**src/design/tmp_pkg.sv**
```systemverilog
`timescale 1ns / 1ps
// Package for the trapezoidal motion profiler.
// Holds the command codes, phase codes, sequencer states and helpers; no dependencies.
package tmp_pkg;

    typedef enum logic [2:0] {
        CMD_TICK   = 3'd0,
        CMD_START  = 3'd1,
        CMD_STOP   = 3'd2,
        CMD_FINISH = 3'd3,
        CMD_ADJUST = 3'd4
    } t_cmd;

    typedef enum logic [1:0] {
        PH_IDLE  = 2'd0,
        PH_ACCEL = 2'd1,
        PH_DECEL = 2'd2,
        PH_DONE  = 2'd3
    } t_phase;

    typedef enum logic [3:0] {
        ST_IDLE,
        ST_SQ_V,
        ST_SQ_F,
        ST_DIV,
        ST_DECIDE,
        ST_RAMP,
        ST_STEP,
        ST_INTEG,
        ST_OUTSTEP,
        ST_RESULT
    } t_state;

    // Divider handshake between the sequencer and the divider.
    typedef struct packed {
        logic        start;
        logic [63:0] num;
        logic [32:0] den;
    } t_div_req;

    typedef struct packed {
        logic        busy;
        logic        done;
        logic [63:0] quo;
    } t_div_rsp;

    localparam int unsigned DIV_STEPS = 64;

    localparam logic signed [32:0] MAX_POS = 33'sd2147483647;
    localparam logic signed [32:0] MIN_NEG = -33'sd2147483648;

    function automatic logic signed [31:0] sat32(input logic signed [33:0] v);
        if (v > 34'(MAX_POS))      return 32'sh7fffffff;
        else if (v < 34'(MIN_NEG)) return 32'sh80000000;
        else                       return v[31:0];
    endfunction

    // Magnitude with -2^31 saturating to 2^31-1.
    function automatic logic [30:0] mag31(input logic signed [31:0] v);
        logic [31:0] m;
        m = v[31] ? 32'(-v) : 32'(v);
        if (m[31]) return 31'h7fffffff;
        else       return m[30:0];
    endfunction

endpackage

```
**src/design/tmp_div.sv**
```systemverilog
`timescale 1ns / 1ps
// Restoring radix-2 divider, one quotient bit per cycle.
// Depends on tmp_pkg for the request and response structs.
module tmp_div (
    input  logic              i_clk,
    input  logic              i_rst_n,
    input  tmp_pkg::t_div_req i_req,
    output tmp_pkg::t_div_rsp o_rsp
);
    import tmp_pkg::*;

    logic [63:0] r_quo, n_quo;
    logic [32:0] r_den, n_den;
    logic [33:0] r_rem, n_rem;
    logic [6:0]  r_cnt, n_cnt;
    logic        r_busy, n_busy;
    logic        r_done, n_done;
    logic [33:0] shifted;
    logic [34:0] diff;

    always_comb begin
        shifted = {r_rem[32:0], r_quo[63]};
        diff    = {1'b0, shifted} - {2'b00, r_den};
        n_quo   = r_quo;
        n_den   = r_den;
        n_rem   = r_rem;
        n_cnt   = r_cnt;
        n_busy  = r_busy;
        n_done  = 1'b0;
        if (i_req.start) begin
            n_quo  = i_req.num;
            n_den  = i_req.den;
            n_rem  = '0;
            n_cnt  = 7'(DIV_STEPS);
            n_busy = 1'b1;
        end else if (r_busy) begin
            if (!diff[34]) begin
                n_rem = diff[33:0];
                n_quo = {r_quo[62:0], 1'b1};
            end else begin
                n_rem = shifted;
                n_quo = {r_quo[62:0], 1'b0};
            end
            n_cnt = r_cnt - 7'd1;
            if (r_cnt == 7'd1) begin
                n_busy = 1'b0;
                n_done = 1'b1;
            end
        end
    end

    always_ff @(posedge i_clk) begin
        if (!i_rst_n) begin
            r_busy <= 1'b0;
            r_done <= 1'b0;
            r_cnt  <= '0;
        end else begin
            r_busy <= n_busy;
            r_done <= n_done;
            r_cnt  <= n_cnt;
        end
        r_quo <= n_quo;
        r_den <= n_den;
        r_rem <= n_rem;
    end

    assign o_rsp.busy = r_busy;
    assign o_rsp.done = r_done;
    assign o_rsp.quo  = r_quo;

    a_done_after_busy: assert property (@(posedge i_clk) disable iff (!i_rst_n)
        r_done |-> $past(r_busy)) else $error("divider done without run");
    a_cnt_idle: assert property (@(posedge i_clk) disable iff (!i_rst_n)
        (!r_busy && !i_req.start) |=> !r_busy) else $error("divider woke without start");
    a_done_pulse: assert property (@(posedge i_clk) disable iff (!i_rst_n)
        r_done |=> !r_done || $past(i_req.start, 1)) else $error("done held");
endmodule

```
**config.mk**
```make
export PLATFORM = sky130hd
export DESIGN_NAME = tmp_div
export DESIGN_NICKNAME = d
export VERILOG_FILES = /design/src/design/tmp_pkg.sv /design/src/design/tmp_div.sv
export SDC_FILE = /design/constraint.sdc
export NUM_CORES = 1
export LEC_CHECK = 0
export BUFFER_PORTS_ARGS = -buffer_cell sky130_fd_sc_hd__buf_4
export CAP_MARGIN = 10
export CORE_ASPECT_RATIO = 0.75
export CORE_MARGIN = 5
export CORE_UTILIZATION = 50
export CTS_CLUSTER_SIZE = 20
export DETAILED_ROUTE_END_ITERATION = 7
export GPL_TIMING_DRIVEN = 1
export PLACE_DENSITY = 0.82
export SKIP_LAST_GASP = 1
export SYNTH_ARGS = -nofsm -noshare
export SYNTH_HDL_FRONTEND = slang
export SYNTH_SLANG_ARGS = --single-unit
export TNS_END_PERCENT = 10
```
**constraint.sdc**
```tcl
create_clock -name i_clk -period 2.69 [get_ports i_clk]
set_clock_uncertainty 0.2 [all_clocks]
set_input_delay 0.538 -clock i_clk [delete_from_list [all_inputs] [get_ports i_clk]]
set_output_delay 0.538 -clock i_clk [all_outputs]
set_load 0.005 [all_outputs]
```
==> flow_summary.json, run 1 <==
{
  "drt_iter0_markers": 574,
  "place_congestion": 0.9319,
  "clock_latency_ns": 0.43,
  "maxSlewHeadroom_pct": 52.21,
  "cts_max_level": 4,
  "cts_buffers": 17,
  "worstHoldPathType": "in -> reg",
  "grt_max_degree": 71,
  "yosys_warnings": 0,
  "async_flop_share_pct": 0,
  "dpl_cell_area_um2": 9867,
  "clkTransAtPathRegs_ns": 0.07,
  "dr.pass1.iters": 7,
  "required_ns": 2.81,
  "path_class": "reg -> reg",
  "rows": 38,
  "max-cap-violations": 0,
  "portBuffers": 165,
  "violations": "setup timing",
  "die_y_um": 116.3,
  "synth_area_um2": 7526,
  "rsz0062_at_grt": "true",
  "clock_sinks": 139,
  "peakVddDrop_v": 0.0004534,
  "start_kind": "flip-flop",
  "netlist_instances": 689,
  "final_area_um2": 10590,
  "hold_viol": 0,
  "clkPwrFrac_pct": 34.4,
  "syn_avg_cell_area_um2": 10.92,
  "cts.path.max_buffers": 2,
  "finalMaxSlewViolations": 0,
  "end_kind": "flip-flop",
  "antenna_left": 0,
  "grt-ovfl-total": 0,
  "ios": 166,
  "detailedPlace.worstSlack_ns": -0.4121,
  "grt_pass1_vias": 6410,
  "nNetsFinal": 1108,
  "power.density_nw_per_um2": 627.4,
  "n_antenna_cell": 0,
  "finalSetupViolCount": 34,
  "syn_nets": 825,
  "core_area_um2": 14600,
  "leakagePower_nw": 4.624,
  "r2r_slack_ns": -0.36,
  "num_vias": 6413,
  "ys_ff_latch": 139,
  "die_area_um2": 17630,
  "worstMarginPinSlew_ns": 0.7169,
  "max_freq_mhz": 327.4,
  "drcViolationCount": 0,
  "fin_crit_sh_pct": 113.5,
  "cts_tree": "built",
  "cts-root-buf": "clkbuf_16",
  "seqPwrFrac_pct": 39.5,
  "syn2layout_area_growth_pct": 40.73,
  "yosysUniqueCellTypes": 65,
  "timing.final.crit_period_ns": 3.054,
  "outcome": "complete, but fails checks",
  "synth-edff-count": 97,
  "routed_wl_um": 20800,
  "gr-usage-all-layers_pct": 23.89,
  "switchingPower_mw": 1.984,
  "wl_per_cell_um": 17.55,
  "synth_top_flop_cell": "edfxtp_1",
  "antenna_found_initial": 0,
  "grt_pass1_wl_um": 32710,
  "drive_gt1_share_pct": 43.05,
  "start_util_pct": 51.56,
  "internal_power_mw": 4.661,
  "swShare_pct": 29.86,
  "viasPerCell": 5.412,
  "cp_max_fo": 4,
  "seq_area_frac_synth_pct": 49.88,
  "die_width_um": 151.7,
  "arrival_ns": 3.17,
  "final.setup.worst_slack_ns": -0.3645,
  "combinationalPowerShare_pct": 26.1,
  "hpwlAfterDp_um": 14870
}
## cells by family (layout without fill, tap and decap cells)
family	Yosys count	in the layout	synth area share (%)
and+or+nand+nor	187	187	11.09
AOI/OAI and AO/OA	148	149	14.58
DFF	139	139	49.88
buffers and inverters	79	374	4.505
muxes	69	69	10.26
adders and majority gates	36	36	6.085
xor gates and xnor gates	31	31	3.608
## path summary, 6_finish.rpt
path | from | cells past startpoint | endpoint
worst max-delay path | r_den[1] | 10 | r_rem[21]
worst min-delay path | i_req[15] | 1 | r_den[15]
worst max register to register | r_den[1] | 10 | r_rem[21]
worst min register to register | r_cnt[1] | 2 | r_cnt[1]
## per-layer routing
metal,wire length [µm],GRT usage (%)
met5,0,0
met4,561,9.575
met3,1352,6.206
met2,9958,37.60
met1,8928,31.79
## flip-flops by register name, indices dropped and copies added, names as in the netlist
name and count:
r_quo 64, r_den 33, r_rem 33, r_cnt 7, r_busy 1, r_done 1
## critical path, cell delays in order, from the launching register on
cell and delay, ns:
edfxtp_1 0.36, inv_1 0.12, ha_1 0.25, nor2b_2 0.18
o2111ai_2 0.25, a2111oi_1 0.16, or4_1 0.49, a31o_1 0.27
a311oi_2 0.32, nor4b_2 0.24, nor3_1 0.08
## cell usage after synthesis, drive strengths merged (11+ instances only)
library cell   n  share of area, %
dfxtp         42                11
nor2          58               2.9
a21o          15               1.5
clkbuf        19              0.95
edfxtp        97                39
o21ai         21               1.4
nor3          16               1.1
xnor2         20               2.3
a311oi        21               2.5
inv           44               2.2
a211oi        14               1.7
nand3         13              0.86
buf           16               1.4
xor2          11               1.3
mux2          65               9.7
a21oi         30               2.1
nand2         72               3.6
ha            35               5.8
## area by class of cell
class	count	area, µm²
multi-input cells	472	3553
well taps	200	250.2
fillers	996	4005
inverters	44	165.2
clock buffers	17	425.4
flip-flops and latches	139	3755
repair buffers	298	2295
clock inverters	15	147.6
## power by group through the flow
stage | clock network [mW] | registers [mW] | logic (mW)
finish | 2.28 | 2.63 | 1.74
global route | 2.43 | 2.65 | 1.88
CTS | 2.32 | 2.63 | 1.71
detailed placement | 0 | 2.67 | 1.63
global placement | 0 | 2.66 | 1.59
floorplan | 0 | 2.66 | 0.845
## cell usage in the layout (no fill, tap or decap), drive strengths merged, types with 4 or more instances in the layout
cell     instances
a311oi          21
o21a             8
mux2i            4
nand2           72
edfxtp          97
a2111oi          4
nor2b            5
nand3           13
nor3            16
ha              35
o211ai           5
clkbuf          17
a21o            15
a21oi           30
mux2            65
xnor2           20
inv             54
nand2b           4
a31oi            5
o21ai           21
nor2            58
a211oi          15
xor2            11
o31ai            4
dfxtp           42
buf            298
and3             4
## timing repair
item / CTS / global route
cloned: 1 / 0
endpoints found under the setup margin: 34 / 34
hold buffers: 0 / 0
gates resized for setup: 10 / 7
pin swaps: 8 / 5
buffers inserted: 5 / 1
## metrics by stage
| stage | TNS [ns] | total power, mW | util [%] | instances | hold slack (ns) |
|---|---|---|---|---|---|
| floorplan | -16.80 | 3.505 | - | 689 | 0.2580 |
| global route | -15.01 | 6.962 | 72.56 | 1185 | 0.05732 |
| detailed placement | -11.22 | 4.295 | 67.60 | 1146 | 0.2934 |
| CTS | -10.43 | 6.656 | 72.33 | 1184 | 0.05602 |
| global placement | -7.913 | 4.250 | 67.60 | 1146 | 0.2842 |
| finish | -9.932 | 6.645 | 72.56 | 1185 | 0.07734 |
Note: power is estimated with default switching activity, not from simulation.
==> run 2: changes to the inputs <==
MAX_ROUTING_LAYER = met4   (was not set)
REMOVE_ABC_BUFFERS = 1   (was not set)
==> run 2 against run 1 <==
Compared with the run above:
- routed wire length grew 0.56%
- clock power rose by 4%
- critical path type unchanged
- the run still ends with setup timing left
- largest cell class unchanged
- worst setup slack improved by 0.016 ns
- count of clock-buffer cells in the layout did not move
- global-route usage rose by 0.82 points
==> flow_summary.json, run 2 (synthesis results as in run 1) <==
{
  "outcome": "complete, but fails checks",
  "violations": "setup timing",
  "largest_reg_flops": 64,
  "max-cap-violations": 0,
  "clock_sinks": 139,
  "layout_commonest_cell": "buf_4",
  "timing.final.crit_period_ns": 3.038,
  "internal_power_mw": 4.776,
  "use_met1_pct": 30.58,
  "critPathCapture": "r_rem[20]",
  "gr-usage-all-layers_pct": 24.71,
  "ios": 166,
  "finalSetupViolCount": 34,
  "top_register": "r_quo",
  "die_width_um": 151.7,
  "num_vias": 6461,
  "start_util_pct": 51.56,
  "mostFrequentLayoutCells": "287 x buf_4, 97 x edfxtp_1, 70 x nand2_1",
  "clock_latency_ns": 0.42,
  "reg_top3": "r_quo (64), r_den (33), r_rem (33)",
  "rr_startpoint": "r_quo[63]",
  "seqPwrFrac_pct": 38.8,
  "rows": 38,
  "die_area_um2": 17630,
  "drive_gt1_share_pct": 44.11,
  "n_antenna_cell": 0,
  "grt-ovfl-total": 0,
  "max_freq_mhz": 329.1,
  "place_congestion": 0.8938,
  "core_area_um2": 14600,
  "clkPwrFrac_pct": 35.0,
  "worstMarginPinSlew_ns": 0.8563,
  "swShare_pct": 29.46,
  "whs_ns": 0.09110,
  "path_class": "reg -> reg",
  "clkTransAtPathRegs_ns": 0.07,
  "routed_wl_um": 20920,
  "viasPerCell": 5.457,
  "cts-root-buf": "clkbuf_16",
  "hold_buffers": 0,
  "grt_pass1_wl_um": 33200,
  "r2r_slack_ns": -0.35,
  "maxSlewHeadroom_pct": 42.47,
  "grt_use_met2_pct": 38.85,
  "leakagePower_nw": 4.661,
  "start_kind": "flip-flop",
  "peakVddDrop_v": 0.0004398,
  "dr.pass1.iters": 5,
  "hpwlAfterDp_um": 14480,
  "cts_buffers": 17,
  "arrival_ns": 3.17,
  "syn2layout_area_growth_pct": 42.66,
  "cp-startpoint": "r_quo[63]",
  "wl_per_cell_um": 17.67,
  "cts_tree": "built",
  "combinationalPowerShare_pct": 26.1,
  "r2r_cells": 13,
  "grtUsageMet3_pct": 8.146,
  "drt_iter0_markers": 446,
  "hold_viol": 0,
  "r2r_end": "r_rem[20]",
  "grt_max_degree": 96,
  "power.density_nw_per_um2": 630.6,
  "hold_depth": 1,
  "cp_max_fo": 4,
  "final.setup.worst_slack_ns": -0.3483,
  "nNetsFinal": 1107,
  "portBuffers": 165,
  "end_kind": "flip-flop",
  "antenna_found_initial": 0,
  "fin_crit_sh_pct": 112.9,
  "cts.path.max_buffers": 2,
  "grt_pass1_vias": 6741,
  "cts_max_level": 4,
  "drcViolationCount": 0,
  "required_ns": 2.82,
  "worstHoldPathType": "in -> reg",
  "die_y_um": 116.3,
  "antenna_left": 0,
  "grt-busiest-layer": "met2",
  "finalMaxSlewViolations": 0,
  "switchingPower_mw": 1.995,
  "final.setup.tns_ns": -10.07,
  "rsz0062_at_grt": "true"
}
==> run 2: cell types whose count changed in the layout (fill, tap and decap cells not counted), moves of 2 or more <==
cell / before / now
a2111oi_1: 3 / 1
buf_4: 292 / 287
buf_6: 2 / 4
a311oi_1: 18 / 13
a311oi_2: 3 / 8
clkinvlp_4: 3 / 0
==> run 2: what timing repair did <==
item,in CTS,in global routing
pin swaps,13,10
gates cloned,2,0
buffers inserted,8,2
endpoints found under the setup margin,34,34
resized for setup,20,18
==> run 2: layout make-up <==
cell class	instances	area [µm²]
Clock inverter	15	175.2
Timing Repair Buffer	297	2327
Fill cell	960	3860
Inverter	44	165.2
Sequential cell	139	3755
Multi-Input combinational cell	472	3638
Clock buffer	17	425.4
Tap cell	200	250.2
==> run 2: worst min path at each step <==
stage | start | endpoint | slack [ns]
final | i_req[17] | r_den[17] | 0.09
after floorplan | r_rem[14] | r_rem[14] | 0.25
after detailed placement | r_cnt[1] | r_cnt[1] | 0.29
after global routing | i_req[20] | r_den[20] | 0.07
after CTS | i_req[2] | r_den[2] | 0.08
after global placement | r_cnt[1] | r_cnt[1] | 0.28
==> run 2: per-stage QoR <==
stage / util [%] / instances / setup WS, ns / power [mW] / cell area, µm²
after floorplan: - / 654 / -1.340 / 3.450 / 7352
after global placement: 67.30 / 1140 / -0.4142 / 4.232 / 9823
after detailed placement: 67.30 / 1140 / -0.4920 / 4.270 / 9823
after CTS: 72.72 / 1182 / -0.3290 / 6.737 / 10620
after global routing: 73.56 / 1184 / -0.4946 / 7.082 / 10740
final: 73.56 / 1184 / -0.3483 / 6.771 / 10740
==> run 2: power by group through the flow <==
stage / Sequential, mW / Combinational, mW / Clock, mW
3_3_place_gp: 2.66 / 1.57 / 0
2_1_floorplan: 2.67 / 0.776 / 0
6_report: 2.63 / 1.77 / 2.37
3_5_place_dp: 2.67 / 1.60 / 0
4_1_cts: 2.63 / 1.70 / 2.41
5_1_grt: 2.65 / 1.92 / 2.51
==> run 2: per-layer routing <==
metal,vias to the layer above,part of all wire (%),wire (µm)
li1,3110,-,-
met5,-,0,0
met3,38,8.6,1797
met4,0,2.1,429
met2,258,48,9937
met1,3055,42,8754
==> run 2: critical path: stages (launching register included) <==
cell and delay [ns]:
edfxtp_1 0.39, inv_1 0.08, ha_2 0.19, inv_2 0.04
fa_2 0.36, a211oi_4 0.25, o21ai_2 0.11, a211oi_4 0.21
buf_6 0.15, o31ai_1 0.13, a221oi_2 0.34, xnor2_1 0.16
nand2_1 0.07, a311oi_1 0.25
==> run 3: changes to the inputs <==
CORE_UTILIZATION = 34   (was 50)
PLACE_DENSITY = 0.61   (was 0.82)
==> run 3 against run 2 <==
Compared with the run above:
- the flow still finishes with violations (setup timing)
- first-iteration DRC count fell by 14%
- die area up 43%
- maximum frequency down 1.8%
- combinational power is essentially flat
- sequential cell count did not move
- sequential power is essentially flat
- clock power increased by 2%
- critical path depth down 3
- utilization decreased by 24 points
- critical path type unchanged
- critical endpoint is now r_rem[21]
==> flow_summary.json, run 3 (synthesis results as in run 1) <==
{
  "outcome": "complete, but fails checks",
  "violations": "setup timing",
  "reg_top3": "r_quo (64), r_den (33), r_rem (33)",
  "grt_pass1_vias": 6580,
  "viasPerCell": 4.856,
  "grt_max_degree": 53,
  "maxSlewHeadroom_pct": 61.60,
  "n_antenna_cell": 0,
  "ios": 166,
  "grt-ovfl-total": 0,
  "place_congestion": 0.8429,
  "die_width_um": 181.8,
  "antenna_left": 0,
  "cts-root-buf": "clkbuf_16",
  "hpwlAfterDp_um": 15660,
  "r2r_cells": 10,
  "die_area_um2": 25240,
  "nNetsFinal": 1118,
  "max_freq_mhz": 323.3,
  "cts.path.max_buffers": 2,
  "clkTransAtPathRegs_ns": 0.07,
  "required_ns": 2.80,
  "max-cap-violations": 0,
  "whs_ns": 0.08888,
  "wl_per_cell_um": 16.35,
  "timing.final.crit_period_ns": 3.093,
  "hold_path.startpoint": "i_req[0]",
  "grt_pass1_wl_um": 34160,
  "end_kind": "flip-flop",
  "drcViolationCount": 0,
  "cts_max_level": 4,
  "hold_buffers": 0,
  "antenna_found_initial": 0,
  "final.setup.worst_slack_ns": -0.4034,
  "gr-usage-all-layers_pct": 17.37,
  "drt_iter0_markers": 383,
  "clkPwrFrac_pct": 35.5,
  "start_util_pct": 34.31,
  "peakVddDrop_v": 0.0003936,
  "rsz0062_at_grt": "true",
  "cp-startpoint": "r_den[1]",
  "clock_sinks": 139,
  "routed_wl_um": 21070,
  "rows": 47,
  "fin_crit_sh_pct": 115.0,
  "hold_depth": 1,
  "syn2layout_area_growth_pct": 45.37,
  "die_y_um": 138.8,
  "hold_end": "r_den[0]",
  "mostFrequentLayoutCells": "295 x buf_4, 97 x edfxtp_1, 70 x nand2_1",
  "cts_tree": "built",
  "num_vias": 6259,
  "switchingPower_mw": 1.934,
  "leakagePower_nw": 4.755,
  "finalSetupViolCount": 34,
  "rr_startpoint": "r_den[1]",
  "worstHoldPathType": "in -> reg",
  "internal_power_mw": 4.877,
  "core_area_um2": 21930,
  "portBuffers": 165,
  "seqPwrFrac_pct": 38.5,
  "drive_gt1_share_pct": 43.92,
  "cp_max_fo": 4,
  "layout_commonest_cell": "buf_4",
  "r2r_end": "r_rem[21]",
  "largest_reg_flops": 64,
  "hold_viol": 0,
  "clock_latency_ns": 0.42,
  "arrival_ns": 3.20,
  "combinationalPowerShare_pct": 26.0,
  "dr.pass1.iters": 6,
  "r2r_slack_ns": -0.40,
  "path_class": "reg -> reg",
  "finalMaxSlewViolations": 0,
  "detailedPlace.worstSlack_ns": -0.5213,
  "worstMarginPinSlew_ns": 0.5717,
  "total_power_mw": 6.811,
  "start_kind": "flip-flop",
  "top_register": "r_quo",
  "power.density_nw_per_um2": 622.6,
  "cts_buffers": 17,
  "swShare_pct": 28.40
}
## run 3: per-layer routing
layer  global-route usage [%]  routed length, µm  up-vias
li1                         -                  -     3129
met1                    22.66               9998     2942
met2                    25.76               9197      169
met3                    6.266               1581       19
met4                    4.461                292        0
met5                        -                  0        -
## run 3: through the flow
stage | TNS (ns) | area [µm²] | std cells | util [%]
global route | -15.14 | 10940 | 1289 | 49.88
floorplan | -117.83 | 7352 | 654 | -
global placement | -13.04 | 10010 | 1241 | 45.62
finish | -9.592 | 10940 | 1289 | 49.88
detailed placement | -15.23 | 10010 | 1241 | 45.62
CTS | -10.61 | 10880 | 1287 | 49.58
## run 3: power groups by stage
stage / clock (mW) / combinational (mW) / sequential [mW]
2_1_floorplan: 0 / 0.776 / 2.67
6_report: 2.42 / 1.77 / 2.62
4_1_cts: 2.48 / 1.75 / 2.63
3_5_place_dp: 0 / 1.63 / 2.67
3_3_place_gp: 0 / 1.62 / 2.67
5_1_grt: 2.59 / 1.94 / 2.65
## run 3: layout make-up
class,instances,area [µm²]
Timing Repair Buffer,309,2489
Inverter,44,165.2
Tap cell,294,367.9
Clock inverter,15,176.4
Clock buffer,17,425.4
Multi-Input combinational cell,471,3562
Fill cell,2045,10990
Sequential cell,139,3755
## run 3: critical path, stage by stage (launching register included)
cell and delay (ns):
edfxtp_1 0.35, inv_1 0.11, ha_1 0.23, nor2b_1 0.15
o2111ai_2 0.32, a2111oi_1 0.17, or4_1 0.55, a31o_1 0.26
a311oi_2 0.31, nor4b_4 0.26, nor3_2 0.07
## run 3: worst max-delay path by stage
stage                     end  slack (ns)
global placement    r_rem[17]       -0.44
global route        r_rem[21]       -0.55
finish              r_rem[21]       -0.40
CTS                  r_quo[0]       -0.39
detailed placement   r_rem[7]       -0.52
floorplan            r_quo[0]       -1.34
## run 3: repair_timing
| action | CTS | global route |
|---|---|---|
| endpoints found under the setup margin | 34 | 34 |
| cloned | 2 | 0 |
| pin swaps | 7 | 4 |
| gates resized for setup | 18 | 10 |
| buffers inserted | 12 | 2 |
